==> src/qsl_pkg.sv <==
// ----------------------------------------------------------------------------
// qsl_pkg: shared types for the quicksort block
// Payload structs for the request and response channels, the datapath
// command codes and the status bundle returned to the controller.
// ----------------------------------------------------------------------------
package qsl_pkg;

   localparam int DATA_W = 32;

   typedef logic signed [DATA_W-1:0] data_type;

   typedef struct packed {
      data_type value;
      logic     last;
   } req_payload_type;

   typedef struct packed {
      data_type sorted_value;
      logic     final_res;
   } rsp_payload_type;

   typedef enum logic [4:0] {
      OP_IDLE,
      OP_LOAD,
      OP_START,
      OP_POP,
      OP_RANGE,
      OP_PIVOT,
      OP_SCAN_RD,
      OP_CMP_HIT,
      OP_CMP_MISS,
      OP_SW1,
      OP_SW2,
      OP_FIN_RD,
      OP_FIN_W1,
      OP_FIN_W2,
      OP_PUSH_R,
      OP_PUSH_L,
      OP_EMIT_RD,
      OP_EMIT_LD,
      OP_DONE
   } op_type;

   typedef struct packed {
      logic stack_empty;
      logic range_ok;
      logic le;
      logic scan_done;
      logic emit_done;
      logic out_free;
   } stat_type;

endpackage

==> src/qsl_dp.sv <==
// ----------------------------------------------------------------------------
// qsl_dp: quicksort datapath
// Element store, range stack, partition indexes, pivot and the response
// register. Each command from the controller performs one step.
// ----------------------------------------------------------------------------
module qsl_dp #(
   parameter int MAX_ITEMS = 64
) (
   input  logic                     clock,
   input  logic                     reset,
   input  qsl_pkg::op_type          op,
   input  qsl_pkg::req_payload_type req_payload,
   input  logic                     rsp_stall,
   output logic                     rsp_valid,
   output qsl_pkg::rsp_payload_type rsp_payload,
   output qsl_pkg::stat_type        stat
);

   localparam int AW = $clog2(MAX_ITEMS);
   localparam int CW = $clog2(MAX_ITEMS + 1);
   localparam logic [CW-1:0] MaxCount = CW'(MAX_ITEMS);

   qsl_pkg::data_type elem_mem [MAX_ITEMS];
   logic [2*CW-1:0]   stack_mem [MAX_ITEMS];

   logic [CW-1:0] count_ff, count_in;
   logic [CW-1:0] sp_ff, sp_in;
   logic [CW-1:0] k_ff, k_in;
   logic [CW-1:0] lo_ff, lo_in;
   logic [CW-1:0] hi_ff, hi_in;
   logic [CW-1:0] scan_ff, scan_in;
   logic [CW-1:0] bnd_ff, bnd_in;
   qsl_pkg::data_type pivot_ff, pivot_in;
   qsl_pkg::data_type held_ff, held_in;
   qsl_pkg::data_type rdata_ff;
   logic [2*CW-1:0]   srdata_ff;
   logic              rsp_valid_ff, rsp_valid_in;
   qsl_pkg::rsp_payload_type rsp_ff, rsp_in;

   logic              we, re, sre, push;
   logic [AW-1:0]     waddr, raddr, sraddr;
   qsl_pkg::data_type wdata;
   logic [CW-1:0]     push_lo, push_hi;
   logic              push_ok;
   logic [CW-1:0]     pop_lo, pop_hi, pop_hi_m1, hi_m1;

   assign pop_lo    = srdata_ff[2*CW-1:CW];
   assign pop_hi    = srdata_ff[CW-1:0];
   assign pop_hi_m1 = pop_hi - 1'b1;
   assign hi_m1     = hi_ff - 1'b1;

   // Ranges shorter than two are already sorted and never go on the stack.
   assign push_ok = ({1'b0, push_lo} + 1'b1 < {1'b0, push_hi}) && (sp_ff < MaxCount);

   assign stat.stack_empty = (sp_ff == '0);
   assign stat.range_ok    = !(pop_hi > count_ff) &&
                             ({1'b0, pop_lo} + 1'b1 < {1'b0, pop_hi});
   assign stat.le          = (rdata_ff <= pivot_ff);
   assign stat.scan_done   = (scan_ff == hi_m1);
   assign stat.emit_done   = (k_ff == count_ff);
   assign stat.out_free    = !rsp_valid_ff || !rsp_stall;

   always_comb begin
      we           = 1'b0;
      re           = 1'b0;
      sre          = 1'b0;
      push         = 1'b0;
      waddr        = count_ff[AW-1:0];
      wdata        = req_payload.value;
      raddr        = scan_ff[AW-1:0];
      sraddr       = sp_ff[AW-1:0];
      push_lo      = lo_ff;
      push_hi      = hi_ff;
      count_in     = count_ff;
      sp_in        = sp_ff;
      k_in         = k_ff;
      lo_in        = lo_ff;
      hi_in        = hi_ff;
      scan_in      = scan_ff;
      bnd_in       = bnd_ff;
      pivot_in     = pivot_ff;
      held_in      = held_ff;
      rsp_in       = rsp_ff;
      rsp_valid_in = rsp_valid_ff && rsp_stall;
      case (op)
         qsl_pkg::OP_LOAD: begin
            if (count_ff < MaxCount) begin
               we       = 1'b1;
               count_in = count_ff + 1'b1;
            end
         end
         qsl_pkg::OP_START: begin
            push_lo = '0;
            push_hi = count_ff;
            push    = 1'b1;
         end
         qsl_pkg::OP_POP: begin
            sp_in  = sp_ff - 1'b1;
            sre    = 1'b1;
            sraddr = sp_in[AW-1:0];
         end
         qsl_pkg::OP_RANGE: begin
            lo_in   = pop_lo;
            hi_in   = pop_hi;
            scan_in = pop_lo;
            bnd_in  = pop_lo;
            re      = 1'b1;
            raddr   = pop_hi_m1[AW-1:0];
         end
         qsl_pkg::OP_PIVOT: begin
            pivot_in = rdata_ff;
         end
         qsl_pkg::OP_SCAN_RD: begin
            re    = 1'b1;
            raddr = scan_ff[AW-1:0];
         end
         qsl_pkg::OP_CMP_HIT: begin
            held_in = rdata_ff;
            re      = 1'b1;
            raddr   = bnd_ff[AW-1:0];
         end
         qsl_pkg::OP_CMP_MISS: begin
            scan_in = scan_ff + 1'b1;
         end
         qsl_pkg::OP_SW1: begin
            we    = 1'b1;
            waddr = scan_ff[AW-1:0];
            wdata = rdata_ff;
         end
         qsl_pkg::OP_SW2: begin
            we      = 1'b1;
            waddr   = bnd_ff[AW-1:0];
            wdata   = held_ff;
            bnd_in  = bnd_ff + 1'b1;
            scan_in = scan_ff + 1'b1;
         end
         qsl_pkg::OP_FIN_RD: begin
            re    = 1'b1;
            raddr = bnd_ff[AW-1:0];
         end
         qsl_pkg::OP_FIN_W1: begin
            // The pivot slot still holds the pivot, so it takes the boundary value.
            we    = 1'b1;
            waddr = hi_m1[AW-1:0];
            wdata = rdata_ff;
         end
         qsl_pkg::OP_FIN_W2: begin
            we    = 1'b1;
            waddr = bnd_ff[AW-1:0];
            wdata = pivot_ff;
         end
         qsl_pkg::OP_PUSH_R: begin
            push_lo = bnd_ff + 1'b1;
            push_hi = hi_ff;
            push    = 1'b1;
         end
         qsl_pkg::OP_PUSH_L: begin
            push_lo = lo_ff;
            push_hi = bnd_ff;
            push    = 1'b1;
         end
         qsl_pkg::OP_EMIT_RD: begin
            re    = 1'b1;
            raddr = k_ff[AW-1:0];
         end
         qsl_pkg::OP_EMIT_LD: begin
            rsp_in.sorted_value = rdata_ff;
            rsp_in.final_res    = ({1'b0, k_ff} + 1'b1 == {1'b0, count_ff});
            rsp_valid_in        = 1'b1;
            k_in                = k_ff + 1'b1;
         end
         qsl_pkg::OP_DONE: begin
            count_in = '0;
            sp_in    = '0;
            k_in     = '0;
         end
         default: begin
         end
      endcase
      if (push && push_ok) begin
         sp_in = sp_ff + 1'b1;
      end
   end

   always_ff @(posedge clock) begin
      if (we) begin
         elem_mem[waddr] <= wdata;
      end
      if (re) begin
         rdata_ff <= elem_mem[raddr];
      end
   end

   always_ff @(posedge clock) begin
      if (push && push_ok) begin
         stack_mem[sp_ff[AW-1:0]] <= {push_lo, push_hi};
      end
      if (sre) begin
         srdata_ff <= stack_mem[sraddr];
      end
   end

   always_ff @(posedge clock) begin
      if (reset) begin
         count_ff     <= '0;
         sp_ff        <= '0;
         k_ff         <= '0;
         rsp_valid_ff <= 1'b0;
      end else begin
         count_ff     <= count_in;
         sp_ff        <= sp_in;
         k_ff         <= k_in;
         rsp_valid_ff <= rsp_valid_in;
      end
   end

   always_ff @(posedge clock) begin
      lo_ff    <= lo_in;
      hi_ff    <= hi_in;
      scan_ff  <= scan_in;
      bnd_ff   <= bnd_in;
      pivot_ff <= pivot_in;
      held_ff  <= held_in;
      rsp_ff   <= rsp_in;
   end

   assign rsp_valid   = rsp_valid_ff;
   assign rsp_payload = rsp_ff;

endmodule

==> src/qsl_ctrl.sv <==
// ----------------------------------------------------------------------------
// qsl_ctrl: quicksort sequencer
// Collects the set, walks the range stack, steps each Lomuto partition and
// then streams the sorted store out, one datapath command per cycle.
// ----------------------------------------------------------------------------
module qsl_ctrl (
   input  logic              clock,
   input  logic              reset,
   input  logic              req_valid,
   input  logic              req_last,
   output logic              req_stall,
   input  qsl_pkg::stat_type stat,
   output qsl_pkg::op_type   op
);

   typedef enum logic [14:0] {
      S_COLLECT = 15'b000000000000001,
      S_START   = 15'b000000000000010,
      S_POP     = 15'b000000000000100,
      S_DECODE  = 15'b000000000001000,
      S_PIVOT   = 15'b000000000010000,
      S_SCAN    = 15'b000000000100000,
      S_CMP     = 15'b000000001000000,
      S_SW1     = 15'b000000010000000,
      S_SW2     = 15'b000000100000000,
      S_FIN_W1  = 15'b000001000000000,
      S_FIN_W2  = 15'b000010000000000,
      S_PUSH_R  = 15'b000100000000000,
      S_PUSH_L  = 15'b001000000000000,
      S_EMIT_RD = 15'b010000000000000,
      S_EMIT_LD = 15'b100000000000000
   } state_type;

   state_type state_ff, state_in;

   always_comb begin
      state_in = state_ff;
      op       = qsl_pkg::OP_IDLE;
      unique case (state_ff)
         S_COLLECT: begin
            if (req_valid) begin
               op = qsl_pkg::OP_LOAD;
               if (req_last) begin
                  state_in = S_START;
               end
            end
         end
         S_START: begin
            op       = qsl_pkg::OP_START;
            state_in = S_POP;
         end
         S_POP: begin
            if (stat.stack_empty) begin
               state_in = S_EMIT_RD;
            end else begin
               op       = qsl_pkg::OP_POP;
               state_in = S_DECODE;
            end
         end
         S_DECODE: begin
            if (stat.range_ok) begin
               op       = qsl_pkg::OP_RANGE;
               state_in = S_PIVOT;
            end else begin
               state_in = S_POP;
            end
         end
         S_PIVOT: begin
            op       = qsl_pkg::OP_PIVOT;
            state_in = S_SCAN;
         end
         S_SCAN: begin
            if (stat.scan_done) begin
               op       = qsl_pkg::OP_FIN_RD;
               state_in = S_FIN_W1;
            end else begin
               op       = qsl_pkg::OP_SCAN_RD;
               state_in = S_CMP;
            end
         end
         S_CMP: begin
            if (stat.le) begin
               op       = qsl_pkg::OP_CMP_HIT;
               state_in = S_SW1;
            end else begin
               op       = qsl_pkg::OP_CMP_MISS;
               state_in = S_SCAN;
            end
         end
         S_SW1: begin
            op       = qsl_pkg::OP_SW1;
            state_in = S_SW2;
         end
         S_SW2: begin
            op       = qsl_pkg::OP_SW2;
            state_in = S_SCAN;
         end
         S_FIN_W1: begin
            op       = qsl_pkg::OP_FIN_W1;
            state_in = S_FIN_W2;
         end
         S_FIN_W2: begin
            op       = qsl_pkg::OP_FIN_W2;
            state_in = S_PUSH_R;
         end
         S_PUSH_R: begin
            op       = qsl_pkg::OP_PUSH_R;
            state_in = S_PUSH_L;
         end
         S_PUSH_L: begin
            op       = qsl_pkg::OP_PUSH_L;
            state_in = S_POP;
         end
         S_EMIT_RD: begin
            if (stat.emit_done) begin
               op       = qsl_pkg::OP_DONE;
               state_in = S_COLLECT;
            end else if (stat.out_free) begin
               op       = qsl_pkg::OP_EMIT_RD;
               state_in = S_EMIT_LD;
            end
         end
         S_EMIT_LD: begin
            op       = qsl_pkg::OP_EMIT_LD;
            state_in = S_EMIT_RD;
         end
         default: begin
            state_in = S_COLLECT;
         end
      endcase
   end

   always_ff @(posedge clock) begin
      if (reset) begin
         state_ff <= S_COLLECT;
      end else begin
         state_ff <= state_in;
      end
   end

   assign req_stall = (state_ff != S_COLLECT);

endmodule

==> src/quicksort_lomuto.sv <==
// ----------------------------------------------------------------------------
// quicksort_lomuto: collect, sort and stream a set of signed values
// Each request beat carries one 32-bit signed value and a last flag. Values
// are stored one per cycle while req_stall is low; beats beyond MAX_ITEMS are
// dropped, but their last flag still closes the set. req_stall then stays
// high while the set is sorted in place by Lomuto quicksort with a range
// stack, and while the results stream out.
// Sorting is bound by the single-port element store: a scanned element that
// moves left of the boundary costs a swap on top of its read and compare.
// Each response beat is a store read and then an output load; final_res
// marks the last one. A stalled response holds its beat and emission waits.
// The last response may still wait in the output register while the next
// set is being collected.
// Reset empties the store count, the range stack and the output register.
// ----------------------------------------------------------------------------
module quicksort_lomuto #(
   parameter int MAX_ITEMS = 64
) (
   input  logic                     clock,
   input  logic                     reset,
   input  logic                     req_valid,
   output logic                     req_stall,
   input  qsl_pkg::req_payload_type req_payload,
   output logic                     rsp_valid,
   input  logic                     rsp_stall,
   output qsl_pkg::rsp_payload_type rsp_payload
);

   qsl_pkg::op_type   op;
   qsl_pkg::stat_type stat;

   qsl_ctrl u_ctrl (
      .clock     (clock),
      .reset     (reset),
      .req_valid (req_valid),
      .req_last  (req_payload.last),
      .req_stall (req_stall),
      .stat      (stat),
      .op        (op)
   );

   qsl_dp #(
      .MAX_ITEMS (MAX_ITEMS)
   ) u_dp (
      .clock       (clock),
      .reset       (reset),
      .op          (op),
      .req_payload (req_payload),
      .rsp_stall   (rsp_stall),
      .rsp_valid   (rsp_valid),
      .rsp_payload (rsp_payload),
      .stat        (stat)
   );

   // A request beat is stored only by the load command.
   a_load_on_accept: assert property (@(posedge clock) disable iff (reset)
      (req_valid && !req_stall) |-> (op == qsl_pkg::OP_LOAD))
      else $error("request beat accepted without a store load");

   // The output register must be empty when a sorted value is loaded into it.
   a_emit_into_empty: assert property (@(posedge clock) disable iff (reset)
      (op == qsl_pkg::OP_EMIT_LD) |-> !rsp_valid)
      else $error("sorted value loaded over a pending response");

   // The load uses store data read in the cycle before.
   a_emit_after_read: assert property (@(posedge clock) disable iff (reset)
      (op == qsl_pkg::OP_EMIT_LD) |-> ($past(op) == qsl_pkg::OP_EMIT_RD))
      else $error("emission load without a preceding store read");

   // The second half of a swap always follows the first.
   a_swap_pair: assert property (@(posedge clock) disable iff (reset)
      (op == qsl_pkg::OP_SW1) |=> (op == qsl_pkg::OP_SW2))
      else $error("partition swap left half done");

endmodule

==> config.mk <==
export PLATFORM = sky130hd
export DESIGN_NAME = quicksort_lomuto
export DESIGN_NICKNAME = d
export VERILOG_FILES = /design/src/qsl_pkg.sv /design/src/qsl_dp.sv /design/src/qsl_ctrl.sv /design/src/quicksort_lomuto.sv
export SDC_FILE = /design/constraint.sdc
export NUM_CORES = 2
export LEC_CHECK = 0
export ABC_AREA = 0
export BUFFER_PORTS_ARGS = -buffer_cell sky130_fd_sc_hd__buf_2
export CAP_MARGIN = 30
export CORE_MARGIN = 4
export CORE_UTILIZATION = 55
export CTS_BUF_LIST = sky130_fd_sc_hd__clkbuf_16
export DETAILED_ROUTE_END_ITERATION = 8
export PLACE_DENSITY = 0.67
export SYNTH_ARGS = -nofsm -noshare
export SYNTH_HDL_FRONTEND = slang
export SYNTH_SLANG_ARGS = --single-unit
==> constraint.sdc <==
create_clock -name clock -period 19.6 [get_ports clock]
set_clock_uncertainty 0.1 [all_clocks]
set_input_delay 1.96 -clock clock [delete_from_list [all_inputs] [get_ports clock]]
set_output_delay 1.96 -clock clock [all_outputs]
set_load 0.1 [all_outputs]
==> flow_metrics.env <==
export IMPL_yosys_area_share_adder_pct=0.609
export IMPL_cts_tree="done"
export IMPL_fin_util_pct=62.4
export IMPL_grt_use_total_pct=28.9
export IMPL_r2r_start="u_ctrl.state_ff[12]"
export IMPL_synthFlopType="edfxtp_1"
export IMPL_max_slew_margin_pct=25.7
export IMPL_crit_start="u_ctrl.state_ff[12]"
export IMPL_maxCapViolations=0
export IMPL_ys_warn_count=0
export IMPL_dr_first_iter_drc_count=9849
export IMPL_clk_pin_slew_ns=0.06
export IMPL_hp_class="reg2reg"
export IMPL_multi_input_area_sq_um=29500
export IMPL_wl_mm=345
export IMPL_worst_slew_pin_slew_ns=1.11
export IMPL_wire_per_inst_um=31.2
export IMPL_regArea_sq_um=94300
export IMPL_required_ns=20.27
export IMPL_die_area_sq_um=236000
export IMPL_grt_max_degree=156
export IMPL_clock_sinks=3152
export IMPL_cp_data_arrival_time_ns=8.77
export IMPL_gp_congestion=0.886
export IMPL_netlist_area_sq_um=125000
export IMPL_hold_viol_final=0
export IMPL_fmax_ghz=0.124
export IMPL_ctsResizeCount=0
export IMPL_drv_slew=0
export IMPL_critPathLaunchType="flip-flop"
export IMPL_syn_num_nets=7698
export IMPL_n_fill_cell=15700
export IMPL_ys_seq_area_share_pct=75.2
export IMPL_area_growth_pct=12.4
export IMPL_cts_hold_buffers=0
export IMPL_fp_dieH_um=485
export IMPL_grt_pass1_vias=69500
export IMPL_pin_count=72
export IMPL_core_sq_um=226000
export IMPL_initial_core_util_pct=55.5
export IMPL_rsz0062_at_grt="false"
export IMPL_synth_cell_types=82
export IMPL_die_w_um=485
export IMPL_synth_edff_count=3115
export IMPL_synthXorXnorAreaFrac_pct=0.507
export IMPL_synth_compound_area_share_pct=4.71
export IMPL_htree_levels=5
export IMPL_num_rows=174
export IMPL_p_leak_nw=47.0
export IMPL_design_area_sq_um=141000
export IMPL_io_buffers=71
export IMPL_syn_inst=7600
export IMPL_status="finished clean"
export IMPL_synthMuxAreaShare_pct=9.99
export IMPL_clk_path_buf_depth=4
export IMPL_async_flop_share_pct=0
export IMPL_drive_gt1_share_pct=16.2
export IMPL_drc=0
export IMPL_root_buffer="clkbuf_16"
export IMPL_dr_total_vias=71400
export IMPL_path_max_fanout=116
export IMPL_vias_per_cell=6.46
export IMPL_setup_viol=0
export IMPL_finalNetCount=7933
export IMPL_synthSimpleGateAreaFrac_pct=6.85
export IMPL_post_cts_buffers=0
export IMPL_grt_overflow=0
export IMPL_avgSynthCellArea_sq_um=16.5
export IMPL_crit_type="reg2reg"
export IMPL_grt_pass1_wl_mm=495
export IMPL_hold_depth=0
export IMPL_period_needed_ns=8.09
export IMPL_cts_made_buffers=326
export IMPL_r2r_cells=17
export IMPL_dr_pass1_iters=8
export IMPL_hp_start="u_dp.srdata_ff[6]"
export IMPL_power_density_nw_per_um2=95.7
export IMPL_min_period_over_period_pct=41.3
export IMPL_drtAntennaViolNets=0
export IMPL_tns_ns=0
export IMPL_clk_latency_ns=0.94
export IMPL_antenna_found_initial=2
export IMPL_place_area_sq_um=131000
export IMPL_hpwlAfterDp_mm=195
export IMPL_vdd_ir_drop_max_mv=0.0946
export IMPL_synth_top_family_by_area="multiplexers"
export IMPL_synth_seq_cells=3152
export IMPL_cp_end_kind="flip-flop"
## cells by family after synthesis
kind of cell,Yosys count
flops,3152
simple gates,1912
compound gates,1003
mux,881
buf+inv,520
xor+xnor,71
fa+ha+maj,61
## layout by cell type, fill, tap and decap left out, drive strengths merged, types with 8 or more instances in the layout
master / count
edfxtp: 3115
nand2: 1108
mux2i: 571
a21oi: 548
buf: 347
clkbuf: 334
mux4: 294
nor4: 273
nor2: 244
o22ai: 157
inv: 141
clkinv: 120
nor3: 112
o21ai: 92
ha: 61
xnor2: 47
nand3: 44
dfxtp: 37
a222oi: 32
o21a: 29
bufinv: 29
a31oi: 28
nand4: 28
xor2: 23
o221ai: 22
and3: 20
mux2: 16
or3: 13
or4: 13
a221oi: 12
clkinvlp: 12
o211ai: 11
a211oi: 11
nand2b: 10
nor4b: 8
## worst max-delay path, stage by stage (launching register included)
cell     delay [ns]
dfxtp_1        0.46
or4_1          0.64
nor3_2         0.60
nand3_1        0.42
inv_1          0.20
buf_4          0.39
nor4b_1        0.15
a22o_1         0.28
a211o_1        0.44
nand2_8        0.75
buf_12         0.59
buf_12         0.46
buf_4          0.64
mux2i_1        0.17
o22ai_1        0.18
nor4_1         0.08
nor4_1         0.81
o21a_1         0.22
## final timing paths
path,endpoint,slack (ns)
setup / recovery,u_dp.rdata_ff[11],11.51
hold / removal,u_dp.hi_ff[6],0.42
setup reg to reg,u_dp.rdata_ff[11],11.51
hold reg to reg,u_dp.hi_ff[6],0.42
## layer usage
metal	global-route usage [%]	vias up	part of all wire, %
met3	4.68	749	9.6
met2	46.8	4056	48
met4	13.3	0	5.3
met1	39.1	36500	37
met5	0	-	0
li1	-	30200	-
## state kept, by name, indices dropped and copies added, names as in the netlist
signal	count
u_dp.rsp_valid	1
u_dp.lo_ff	7
u_dp.srdata_ff	14
u_dp.pivot_ff	32
u_dp.elem_mem	2048
u_dp.hi_ff	7
u_ctrl.state_ff	15
u_dp.scan_ff	7
u_dp.bnd_ff	7
u_dp.k_ff	7
u_dp.held_ff	32
u_dp.count_ff	7
u_dp.rdata_ff	32
u_dp.sp_ff	7
u_dp.stack_mem	896
u_dp.rsp_payload	33
## where the power goes
| part | leakage [nW] | total [mW] | internal [mW] | switching (mW) |
|---|---|---|---|---|
| Clock | 5.15 | 5.94 | 3.44 | 2.50 |
| Sequential | 28.3 | 7.39 | 7.39 | 0.00520 |
| Combinational | 13.5 | 0.157 | 0.0270 | 0.130 |
## through the flow
stage               cells  total power, mW  hold WS [ns]  setup WS (ns)
global placement    10500             7.68         0.407          11.16
floorplan            7600             7.61         0.344          12.96
global route        11100             13.8         0.441          11.16
finish              11100             13.5         0.423          11.51
detailed placement  10500             7.69         0.408          11.37
CTS                 11000             13.5         0.426          11.42
## cell usage after synthesis, types with 11 or more instances
cell	instances	area share, %
mux2_2	16	0.14
o221ai_1	22	0.15
o21ai_0	73	0.29
buf_1	17	0.051
clkbuf_1	173	0.52
nor4_1	269	1.3
nand4_1	26	0.13
buf_2	150	0.60
a222oi_1	32	0.26
or4_1	11	0.066
o21a_1	29	0.17
xnor2_1	47	0.33
or3_1	13	0.065
xor2_1	23	0.16
o21ai_1	19	0.076
o22ai_1	156	0.78
mux4_2	294	5.3
mux2i_1	570	4.6
dfxtp_1	37	0.59
nand3_1	44	0.18
a21oi_1	547	2.2
nor2_1	243	0.73
and3_1	20	0.10
nand2_1	1107	3.3
edfxtp_1	3115	75
buf_6	26	0.23
a221oi_1	12	0.084
nor3_1	110	0.44
buf_4	75	0.45
o211ai_1	11	0.066
ha_1	61	0.61
a31oi_1	28	0.14
inv_1	77	0.23
## final cells by class
class	instances	area share [%]
Clock inverter	224	1.27
Tap cell	2992	2.66
Sequential cell	3152	66.9
Multi-Input combinational cell	3928	21.0
Inverter	78	0.208
Timing Repair Buffer	349	2.07
Antenna cell	2	0.00355
Clock buffer	332	5.90
Power figures use the tool's default switching activity.
